### config.mk
export PLATFORM = sky130hd
export DESIGN_NAME = tei_management_user_side
export DESIGN_NICKNAME = d
export VERILOG_FILES = /design/src/hdl/teimu_pkg.sv /design/src/hdl/teimu_cfg.sv /design/src/hdl/teimu_core.sv /design/src/hdl/tei_management_user_side.sv
export SDC_FILE = /design/constraint.sdc
export NUM_CORES = 1
export LEC_CHECK = 0
export ABC_AREA = 1
export BUFFER_PORTS_ARGS = -buffer_cell sky130_fd_sc_hd__buf_4
export CORE_MARGIN = 10
export CORE_UTILIZATION = 59
export CTS_BUF_LIST = sky130_fd_sc_hd__clkbuf_2
export CTS_CLUSTER_SIZE = 16
export DETAILED_ROUTE_END_ITERATION = 7
export PLACE_DENSITY_LB_ADDON = 0.15
export SLEW_MARGIN = 20
export SYNTH_ARGS = -nofsm -noshare
export SYNTH_HDL_FRONTEND = slang
export SYNTH_SLANG_ARGS = --single-unit
### constraint.sdc
create_clock -name clk -period 3.15 [get_ports clk]
set_input_delay 0.4725 -clock clk [delete_from_list [all_inputs] [get_ports clk]]
set_output_delay 0.4725 -clock clk [all_outputs]
set_load 0.1 [all_outputs]
### src/hdl/teimu_pkg.sv
// Shared types and constants for the user-side TEI management block.
// Holds the item, result and configuration structs and the message codes.
// No dependencies.
`default_nettype none

package teimu_pkg;

	localparam int CFG_IDX_W  = 2;
	localparam int CFG_DATA_W = 16;

	localparam logic [CFG_IDX_W-1:0] CFG_RETRY_TIMEOUT = 2'd0;
	localparam logic [CFG_IDX_W-1:0] CFG_MAX_ATTEMPTS  = 2'd1;

	localparam logic [15:0] RETRY_TIMEOUT_RESET = 16'd2000;
	localparam logic [3:0]  MAX_ATTEMPTS_RESET  = 4'd3;

	localparam logic [6:0] BROADCAST_TEI = 7'd127;
	localparam logic [7:0] MGMT_ENTITY   = 8'h0f;
	localparam logic [7:0] UI_MASK       = 8'hef;
	localparam logic [7:0] UI_CONTROL    = 8'h03;

	typedef enum logic [2:0] {
		OP_ASSIGN_IND = 3'd0,
		OP_TICK       = 3'd1,
		OP_RX_FRAME   = 3'd2,
		OP_STATIC     = 3'd3,
		OP_LOCAL_REM  = 3'd4
	} opcode_t;

	// Received message types, Q.921 numbering.
	localparam logic [7:0] MT_ID_ASSIGNED = 8'd2;
	localparam logic [7:0] MT_CHECK_REQ   = 8'd4;
	localparam logic [7:0] MT_REMOVE      = 8'd6;

	// Outgoing message types.
	localparam logic [2:0] OMT_NONE      = 3'd0;
	localparam logic [2:0] OMT_ID_REQ    = 3'd1;
	localparam logic [2:0] OMT_CHECK_RSP = 3'd5;

	typedef enum logic [2:0] {
		ACT_NONE      = 3'd0,
		ACT_SEND_REQ  = 3'd1,
		ACT_CHECK_RSP = 3'd2,
		ACT_ASSIGN    = 3'd3,
		ACT_REMOVE    = 3'd4,
		ACT_ERROR     = 3'd5,
		ACT_DROPPED   = 3'd6
	} action_t;

	typedef struct packed {
		logic [2:0]  opcode;
		logic [7:0]  msg_type;
		logic [15:0] ref_number;
		logic [6:0]  ai_value;
		logic [7:0]  control_byte;
		logic [7:0]  entity_id;
		logic        too_short;
		logic [15:0] random_ri;
	} item_t;

	typedef struct packed {
		action_t     action;
		logic [2:0]  out_msg_type;
		logic [15:0] out_ri;
		logic [6:0]  out_ai;
		logic        tei_assigned;
		logic [6:0]  current_tei;
		logic        request_pending;
	} result_t;

	typedef struct packed {
		logic [15:0] retry_timeout;
		logic [3:0]  max_attempts;
	} cfg_t;

endpackage

`default_nettype wire

### src/hdl/teimu_cfg.sv
// Configuration registers: retry timeout and attempt limit.
// Depends on teimu_pkg.
`default_nettype none

module teimu_cfg
	import teimu_pkg::*;
(
	input  wire logic                  clk,
	input  wire logic                  arst_n,
	input  wire logic                  cfg_we,
	input  wire logic [CFG_IDX_W-1:0]  cfg_index,
	input  wire logic [CFG_DATA_W-1:0] cfg_wdata,
	output cfg_t                       cfg
);

	cfg_t cfg_q;

	always_ff @(posedge clk or negedge arst_n) begin
		if (!arst_n) begin
			cfg_q.retry_timeout <= RETRY_TIMEOUT_RESET;
			cfg_q.max_attempts  <= MAX_ATTEMPTS_RESET;
		end else if (cfg_we) begin
			case (cfg_index)
				CFG_RETRY_TIMEOUT: cfg_q.retry_timeout <= cfg_wdata[15:0];
				CFG_MAX_ATTEMPTS:  cfg_q.max_attempts  <= cfg_wdata[3:0];
				default: ;
			endcase
		end
	end

	assign cfg = cfg_q;

endmodule

`default_nettype wire

### src/hdl/teimu_core.sv
// Endpoint state and per-event logic: decodes one item, forms its result and
// updates the TEI, pending request, attempt count and retry timer.
// Depends on teimu_pkg.
`default_nettype none

module teimu_core
	import teimu_pkg::*;
(
	input  wire logic clk,
	input  wire logic arst_n,
	input  wire logic step_en,
	input  item_t     item,
	input  cfg_t      cfg,
	output result_t   res
);

	logic        assigned_q, assigned_d;
	logic [6:0]  held_tei_q, held_tei_d;
	logic        pending_q, pending_d;
	logic [15:0] saved_ri_q, saved_ri_d;
	logic [3:0]  attempt_q, attempt_d;
	logic        timer_run_q, timer_run_d;
	logic [15:0] timer_left_q, timer_left_d;

	logic    frame_ok;
	logic    names_me;
	logic    send_req;
	action_t act;
	logic [2:0]  omt;
	logic [15:0] ori;
	logic [6:0]  oai;

	assign frame_ok = !item.too_short
		&& ((item.control_byte & UI_MASK) == UI_CONTROL)
		&& (item.entity_id == MGMT_ENTITY);
	assign names_me = assigned_q
		&& ((item.ai_value == BROADCAST_TEI) || (item.ai_value == held_tei_q));

	always_comb begin
		assigned_d   = assigned_q;
		held_tei_d   = held_tei_q;
		pending_d    = pending_q;
		saved_ri_d   = saved_ri_q;
		attempt_d    = attempt_q;
		timer_run_d  = timer_run_q;
		timer_left_d = timer_left_q;
		send_req     = 1'b0;
		act          = ACT_NONE;
		omt          = OMT_NONE;
		ori          = '0;
		oai          = '0;

		case (item.opcode)
			OP_ASSIGN_IND: begin
				attempt_d    = 4'd1;
				timer_run_d  = 1'b1;
				timer_left_d = cfg.retry_timeout;
				pending_d    = 1'b1;
				assigned_d   = 1'b0;
				held_tei_d   = BROADCAST_TEI;
				send_req     = 1'b1;
			end
			OP_TICK: begin
				if (timer_run_q) begin
					if (timer_left_q > 16'd1) begin
						timer_left_d = timer_left_q - 16'd1;
					end else if (attempt_q >= cfg.max_attempts) begin
						// give up: drop the request and flag it
						assigned_d   = 1'b0;
						held_tei_d   = BROADCAST_TEI;
						pending_d    = 1'b0;
						saved_ri_d   = '0;
						timer_run_d  = 1'b0;
						timer_left_d = '0;
						act          = ACT_ERROR;
					end else begin
						attempt_d    = attempt_q + 4'd1;
						timer_left_d = cfg.retry_timeout;
						send_req     = 1'b1;
					end
				end
			end
			OP_RX_FRAME: begin
				if (!frame_ok) begin
					act = ACT_DROPPED;
				end else begin
					case (item.msg_type)
						MT_ID_ASSIGNED: begin
							if (assigned_q && (item.ai_value == held_tei_q)) begin
								// duplicate TEI on the link: drop ours
								assigned_d = 1'b0;
								held_tei_d = BROADCAST_TEI;
								act        = ACT_REMOVE;
							end else if (pending_q && (item.ref_number == saved_ri_q)) begin
								pending_d    = 1'b0;
								saved_ri_d   = '0;
								held_tei_d   = item.ai_value;
								assigned_d   = 1'b1;
								timer_run_d  = 1'b0;
								timer_left_d = '0;
								act          = ACT_ASSIGN;
								oai          = item.ai_value;
							end
						end
						MT_CHECK_REQ: begin
							if (names_me) begin
								act = ACT_CHECK_RSP;
								omt = OMT_CHECK_RSP;
								ori = item.random_ri;
								oai = held_tei_q;
							end
						end
						MT_REMOVE: begin
							if (names_me) begin
								assigned_d = 1'b0;
								held_tei_d = BROADCAST_TEI;
								act        = ACT_REMOVE;
							end
						end
						default: ;
					endcase
				end
			end
			OP_STATIC: begin
				pending_d    = 1'b0;
				saved_ri_d   = '0;
				held_tei_d   = item.ai_value;
				assigned_d   = 1'b1;
				timer_run_d  = 1'b0;
				timer_left_d = '0;
				act          = ACT_ASSIGN;
				oai          = item.ai_value;
			end
			OP_LOCAL_REM: begin
				if (names_me) begin
					assigned_d = 1'b0;
					held_tei_d = BROADCAST_TEI;
					act        = ACT_REMOVE;
				end
			end
			default: ;
		endcase

		if (send_req) begin
			saved_ri_d = item.random_ri;
			act        = ACT_SEND_REQ;
			omt        = OMT_ID_REQ;
			ori        = item.random_ri;
			oai        = BROADCAST_TEI;
		end
	end

	always_ff @(posedge clk or negedge arst_n) begin
		if (!arst_n) begin
			assigned_q   <= 1'b0;
			held_tei_q   <= BROADCAST_TEI;
			pending_q    <= 1'b0;
			saved_ri_q   <= '0;
			attempt_q    <= '0;
			timer_run_q  <= 1'b0;
			timer_left_q <= '0;
		end else if (step_en) begin
			assigned_q   <= assigned_d;
			held_tei_q   <= held_tei_d;
			pending_q    <= pending_d;
			saved_ri_q   <= saved_ri_d;
			attempt_q    <= attempt_d;
			timer_run_q  <= timer_run_d;
			timer_left_q <= timer_left_d;
		end
	end

	always_comb begin
		res.action          = act;
		res.out_msg_type    = omt;
		res.out_ri          = ori;
		res.out_ai          = oai;
		res.tei_assigned    = assigned_d;
		res.current_tei     = held_tei_d;
		res.request_pending = pending_d;
	end

	a_not_both: assert property (@(posedge clk) disable iff (!arst_n)
		!(assigned_q && pending_q))
		else $error("TEI assigned while a request is still pending");

	a_unassigned_tei: assert property (@(posedge clk) disable iff (!arst_n)
		!assigned_q |-> (held_tei_q == BROADCAST_TEI))
		else $error("held TEI not broadcast while unassigned");

	a_timer_tracks_pending: assert property (@(posedge clk) disable iff (!arst_n)
		timer_run_q == pending_q)
		else $error("retry timer out of step with pending request");

endmodule

`default_nettype wire

### src/hdl/tei_management_user_side.sv
// Top level of user-side TEI management for one LAPD endpoint.
// Holds the input register and result register; instantiates teimu_cfg and
// teimu_core. Depends on teimu_pkg.
//
//  channel | direction | handshake          | payload
//  --------+-----------+--------------------+-------------------------------------
//  in      | to block  | in_valid/in_stall  | opcode, msg_type, ref_number, ...
//  out     | from block| out_valid/out_stall| action, out_msg_type, out_ri, ...
//  cfg     | to block  | cfg_we             | cfg_index, cfg_wdata
//
// One item per clock sustained while out_stall stays low; an item's result enters
// the result register when the item leaves the input register, where the event
// logic of the core settles, and can then transfer out.
// Reset loads the timeout (2000) and attempt limit (3) and clears the
// endpoint to unassigned, TEI 127, nothing pending.
// A stalled result holds in the result register; the input register still
// takes one more item, and in_stall rises only when both are full.
`default_nettype none

module tei_management_user_side
	import teimu_pkg::*;
(
	input  wire logic        clk,
	input  wire logic        arst_n,

	input  wire logic        cfg_we,
	input  wire logic [1:0]  cfg_index,
	input  wire logic [15:0] cfg_wdata,

	input  wire logic        in_valid,
	output logic             in_stall,
	input  wire logic [2:0]  opcode,
	input  wire logic [7:0]  msg_type,
	input  wire logic [15:0] ref_number,
	input  wire logic [6:0]  ai_value,
	input  wire logic [7:0]  control_byte,
	input  wire logic [7:0]  entity_id,
	input  wire logic        too_short,
	input  wire logic [15:0] random_ri,

	output logic             out_valid,
	input  wire logic        out_stall,
	output logic [2:0]       action,
	output logic [2:0]       out_msg_type,
	output logic [15:0]      out_ri,
	output logic [6:0]       out_ai,
	output logic             tei_assigned,
	output logic [6:0]       current_tei,
	output logic             request_pending
);

	cfg_t    cfg;
	item_t   item_s1;
	logic    valid_s1;
	result_t res;
	result_t res_s2;
	logic    valid_s2;
	logic    advance;

	teimu_cfg u_cfg (
		.clk       (clk),
		.arst_n    (arst_n),
		.cfg_we    (cfg_we),
		.cfg_index (cfg_index),
		.cfg_wdata (cfg_wdata),
		.cfg       (cfg)
	);

	// Move the held item into the result register whenever that register
	// is empty or its result is being taken this cycle.
	assign advance  = !valid_s2 || !out_stall;
	assign in_stall = valid_s1 && !advance;

	// Input register: load on every input transfer.
	always_ff @(posedge clk or negedge arst_n) begin
		if (!arst_n) begin
			valid_s1 <= 1'b0;
		end else if (!in_stall) begin
			valid_s1 <= in_valid;
		end
	end

	always_ff @(posedge clk) begin
		if (in_valid && !in_stall) begin
			item_s1.opcode       <= opcode;
			item_s1.msg_type     <= msg_type;
			item_s1.ref_number   <= ref_number;
			item_s1.ai_value     <= ai_value;
			item_s1.control_byte <= control_byte;
			item_s1.entity_id    <= entity_id;
			item_s1.too_short    <= too_short;
			item_s1.random_ri    <= random_ri;
		end
	end

	// The core commits its state only when the item really moves on, so a
	// stalled item is evaluated again against unchanged state.
	teimu_core u_core (
		.clk     (clk),
		.arst_n  (arst_n),
		.step_en (valid_s1 && advance),
		.item    (item_s1),
		.cfg     (cfg),
		.res     (res)
	);

	// Result register: hold while stalled.
	always_ff @(posedge clk or negedge arst_n) begin
		if (!arst_n) begin
			valid_s2 <= 1'b0;
		end else if (advance) begin
			valid_s2 <= valid_s1;
		end
	end

	always_ff @(posedge clk) begin
		if (valid_s1 && advance) begin
			res_s2 <= res;
		end
	end

	assign out_valid       = valid_s2;
	assign action          = res_s2.action;
	assign out_msg_type    = res_s2.out_msg_type;
	assign out_ri          = res_s2.out_ri;
	assign out_ai          = res_s2.out_ai;
	assign tei_assigned    = res_s2.tei_assigned;
	assign current_tei     = res_s2.current_tei;
	assign request_pending = res_s2.request_pending;

	a_stall_needs_item: assert property (@(posedge clk) disable iff (!arst_n)
		in_stall |-> (valid_s1 && valid_s2 && out_stall))
		else $error("input stalled without a full pipeline");

	a_request_fields: assert property (@(posedge clk) disable iff (!arst_n)
		(out_valid && (action == ACT_SEND_REQ)) |->
			((out_ai == BROADCAST_TEI) && (out_msg_type == OMT_ID_REQ)))
		else $error("identity request with wrong message fields");

	a_assign_reports_tei: assert property (@(posedge clk) disable iff (!arst_n)
		(out_valid && (action == ACT_ASSIGN)) |->
			(tei_assigned && (current_tei == out_ai) && !request_pending))
		else $error("assign result disagrees with endpoint state");

endmodule

`default_nettype wire

==> impl_metrics.json <==
{
  "die_area_sq_um": 19560,
  "fin_area_sq_um": 10690,
  "synth_adder_area_share_pct": 1.033,
  "slowest_delay_ns": 0.64,
  "vdd_drop_max_v": 0.0004586,
  "portBuffers": 127,
  "syn_area_per_cell_sq_um": 9.449,
  "cts_resized": 0,
  "wire_per_inst_microns": 16.90,
  "synth_compound_area_share_pct": 10.57,
  "numCtsBuffers": 17,
  "hp-start": "cfg_index[1]",
  "rr_worst_depth": 12,
  "seq_area_frac_synth_pct": 56.79,
  "crit_family": "simple AND/OR/NAND/NOR gates",
  "path_class": "reg -> reg",
  "die_h_microns": 139.9,
  "critPathArrivalTime_ns": 3.34,
  "power_mw": 5.986,
  "firstDrtPassIters": 5,
  "grt_pass1_wl_microns": 35840,
  "yosys_register_bits": 171,
  "final-setup-viol-count": 0,
  "gr-usage-all-layers_pct": 22.56,
  "reg2reg_from": "u_core.held_tei_q[0]",
  "dpl_worst_slack_ns": 0.5272,
  "fin_crit_sh_pct": 86.63,
  "gp_congestion": 0.9686,
  "startpoint_type": "flip-flop",
  "finalMaxSlewViolations": 0,
  "route.detailed.drc": 0,
  "setup_ws_ns": 0.4211,
  "synth_xor_xnor_area_share_pct": 1.757,
  "endpoint_kind": "flip-flop",
  "cp.required_ns": 3.76,
  "hold_buffers": 85,
  "slew_headroom_pct": 38.81,
  "area_growth_pct": 26.13,
  "clkSinkCount": 171,
  "max_cap_viol_count": 0,
  "yosysWarningCount": 0,
  "crit_top_cell": "nand2_1",
  "drive_above_1_share_pct": 24.13,
  "postSynthCellCount": 897,
  "final_nets": 1211,
  "slowest_stage": "dfstp_2",
  "clock_skew_ns": 0.04853,
  "hp-class": "in -> reg",
  "tns_ns": 0,
  "postCtsSetupRepairBufs": 0,
  "cts_buffer_depth": 2,
  "p_leak_nw": 4.747,
  "placed_cells": 1190,
  "path_clk_slew_ns": 0.26,
  "ioPinCount": 130,
  "final_cell_mix": "nand2_1, buf_4, inv_1",
  "hold_ws_ns": 0.1105,
  "hold_viol_final": 0,
  "final_cells": 1309,
  "path_depth": 12,
  "synth_ff_type": "edfxtp_1",
  "synth_top_family_by_area": "simple AND/OR/NAND/NOR gates",
  "whs_endpoint": "u_cfg.cfg[0]",
  "cp_cell_sequence": "inv_2, nand2_1, nand2_1, nor2_1, nand2_1, o21bai_1, nand2_1, nor2_2, nand4_1, nand2_2, inv_2, nor2_1",
  "root_buffer": "clkbuf_2",
  "rsz0062_at_grt": "false",
  "worstReg2RegEnd": "out_ri[10]",
  "r2r_slack_ns": 0.42,
  "grt_max_degree": 69,
  "period_needed_ns": 2.729,
  "via_per_inst": 5.347,
  "tritoncts": "yes",
  "synth_edf_count": 103,
  "fmax_mhz": 366.5,
  "synth.cell_area_sq_um": 8476,
  "rows": 43,
  "async_flop_share_pct": 39.77,
  "synth_fp_nets": 994,
  "antenna_found_initial": 1,
  "htreeDepth": 4,
  "synth_mux_area_share_pct": 0.1329,
  "gr-total-overflow": 0,
  "die_w_microns": 139.9,
  "yosysUniqueCellTypes": 51,
  "drtIter0Drc": 594,
  "final_common_cell": "nand2_1",
  "drt.antenna.violating_nets": 0,
  "place_area_sq_um": 9584,
  "routed_wl_microns": 22120,
  "status": "completed",
  "core_sq_um": 13990,
  "powerDensity_nw_per_um2": 559.9,
  "fillers": 995,
  "worst_skew_pair.late_latency_ns": 0.79,
  "crit_fanout": 16,
  "synthSimpleGateAreaFrac_pct": 22.65,
  "vias": 6999,
  "initial_core_util_pct": 60.59,
  "tightest_slew_ns": 0.9179,
  "utilization_pct": 76.42,
  "hold-path-cell-count": 3,
  "crit_buf_inv": 2,
  "hpwlAfterDp_microns": 13980,
  "grt_pass1_vias": 7063
}
## per-layer routing
metal / track usage [%] / up-vias / wire [microns]
met2: 37.22 / 276 / 10870
met5: 0 / - / 0
met4: 8.207 / 0 / 529
met1: 27.26 / 3276 / 8926
li1: - / 3403 / -
met3: 6.907 / 44 / 1801
## report_power, final
part | switching (mW) | internal (mW) | leakage (nW) | total [mW]
registers | 0.273 | 2.76 | 1.82 | 3.03
logic | 1.16 | 0.576 | 2.77 | 1.73
clock network | 0.830 | 0.391 | 0.152 | 1.22
## cells by family (layout without fill, tap and decap cells)
family | Yosys count | in the layout
multiplexers | 1 | 1
flip-flops | 171 | 171
AND/OR/NAND/NOR | 416 | 416
buffers and inverters | 140 | 370
AO/OA/AOI/OAI | 144 | 144
adder cells (fa/ha/maj) | 7 | 7
XOR/XNOR | 17 | 17
other | 1 | 3
## cell usage after synthesis, drive strengths merged, types with 4 or more instances
library cell  count  area share [%]
nand3b            5            0.44
buf              14             1.3
xnor2             6            0.62
o21ai            60             4.4
o21bai            4            0.35
nand4            15             1.4
o211ai            4            0.35
nor2            114             5.8
inv             118             5.3
xor2             11             1.1
nor4              4            0.30
clkbuf            5            0.22
edfxtp          103              36
nor3             14             1.2
a21oi            49             3.2
o22ai            13            0.96
dfstp            15             4.7
ha                7             1.0
dfrtp            53              16
nand2           228              11
a21boi            5            0.44
nand3            32             2.1
## state kept, by name, summed over array words and instances, names as in the netlist, 2 cells and up
| signal | count |
|---|---|
| out_ai | 7 |
| out_msg_type | 2 |
| out_ri | 16 |
| item_s1 | 66 |
| current_tei | 7 |
| u_core.attempt_q | 4 |
| u_core.timer_left_q | 16 |
| u_core.held_tei_q | 7 |
| u_core.saved_ri_q | 16 |
| action | 3 |
| u_cfg.cfg | 20 |
## worst max-delay path by stage
stage                         start                   end  slack, ns
5_1_grt        u_core.held_tei_q[0]            out_ri[10]       0.16
4_1_cts                u_cfg.cfg[1]  u_core.saved_ri_q[1]       0.44
3_3_place_gp           u_cfg.cfg[1]  u_core.saved_ri_q[0]       0.53
3_5_place_dp           u_cfg.cfg[1]  u_core.saved_ri_q[1]       0.53
6_report       u_core.held_tei_q[0]            out_ri[10]       0.42
2_1_floorplan             out_valid            item_s1[0]       0.15
## tightest hold or removal path, cell delays in order
cell	delay, ns
buf_4	0.08
nand3b_1	0.24
o21ai_0	0.12
## layout make-up
| type | instances | area, sq um | share of cell area [%] |
|---|---|---|---|
| sequential | 171 | 4815 | 45.04 |
| multi-input combinational | 586 | 3074 | 28.76 |
| timing repair buffer | 217 | 1854 | 17.35 |
| inverter | 121 | 466.7 | 4.366 |
| antenna | 2 | 5.005 | 0.04682 |
| clock inverter | 14 | 160.2 | 1.498 |
| tap | 180 | 225.2 | 2.107 |
| clock buffer | 18 | 90.09 | 0.8427 |
(Power assumes the default switching activity.)
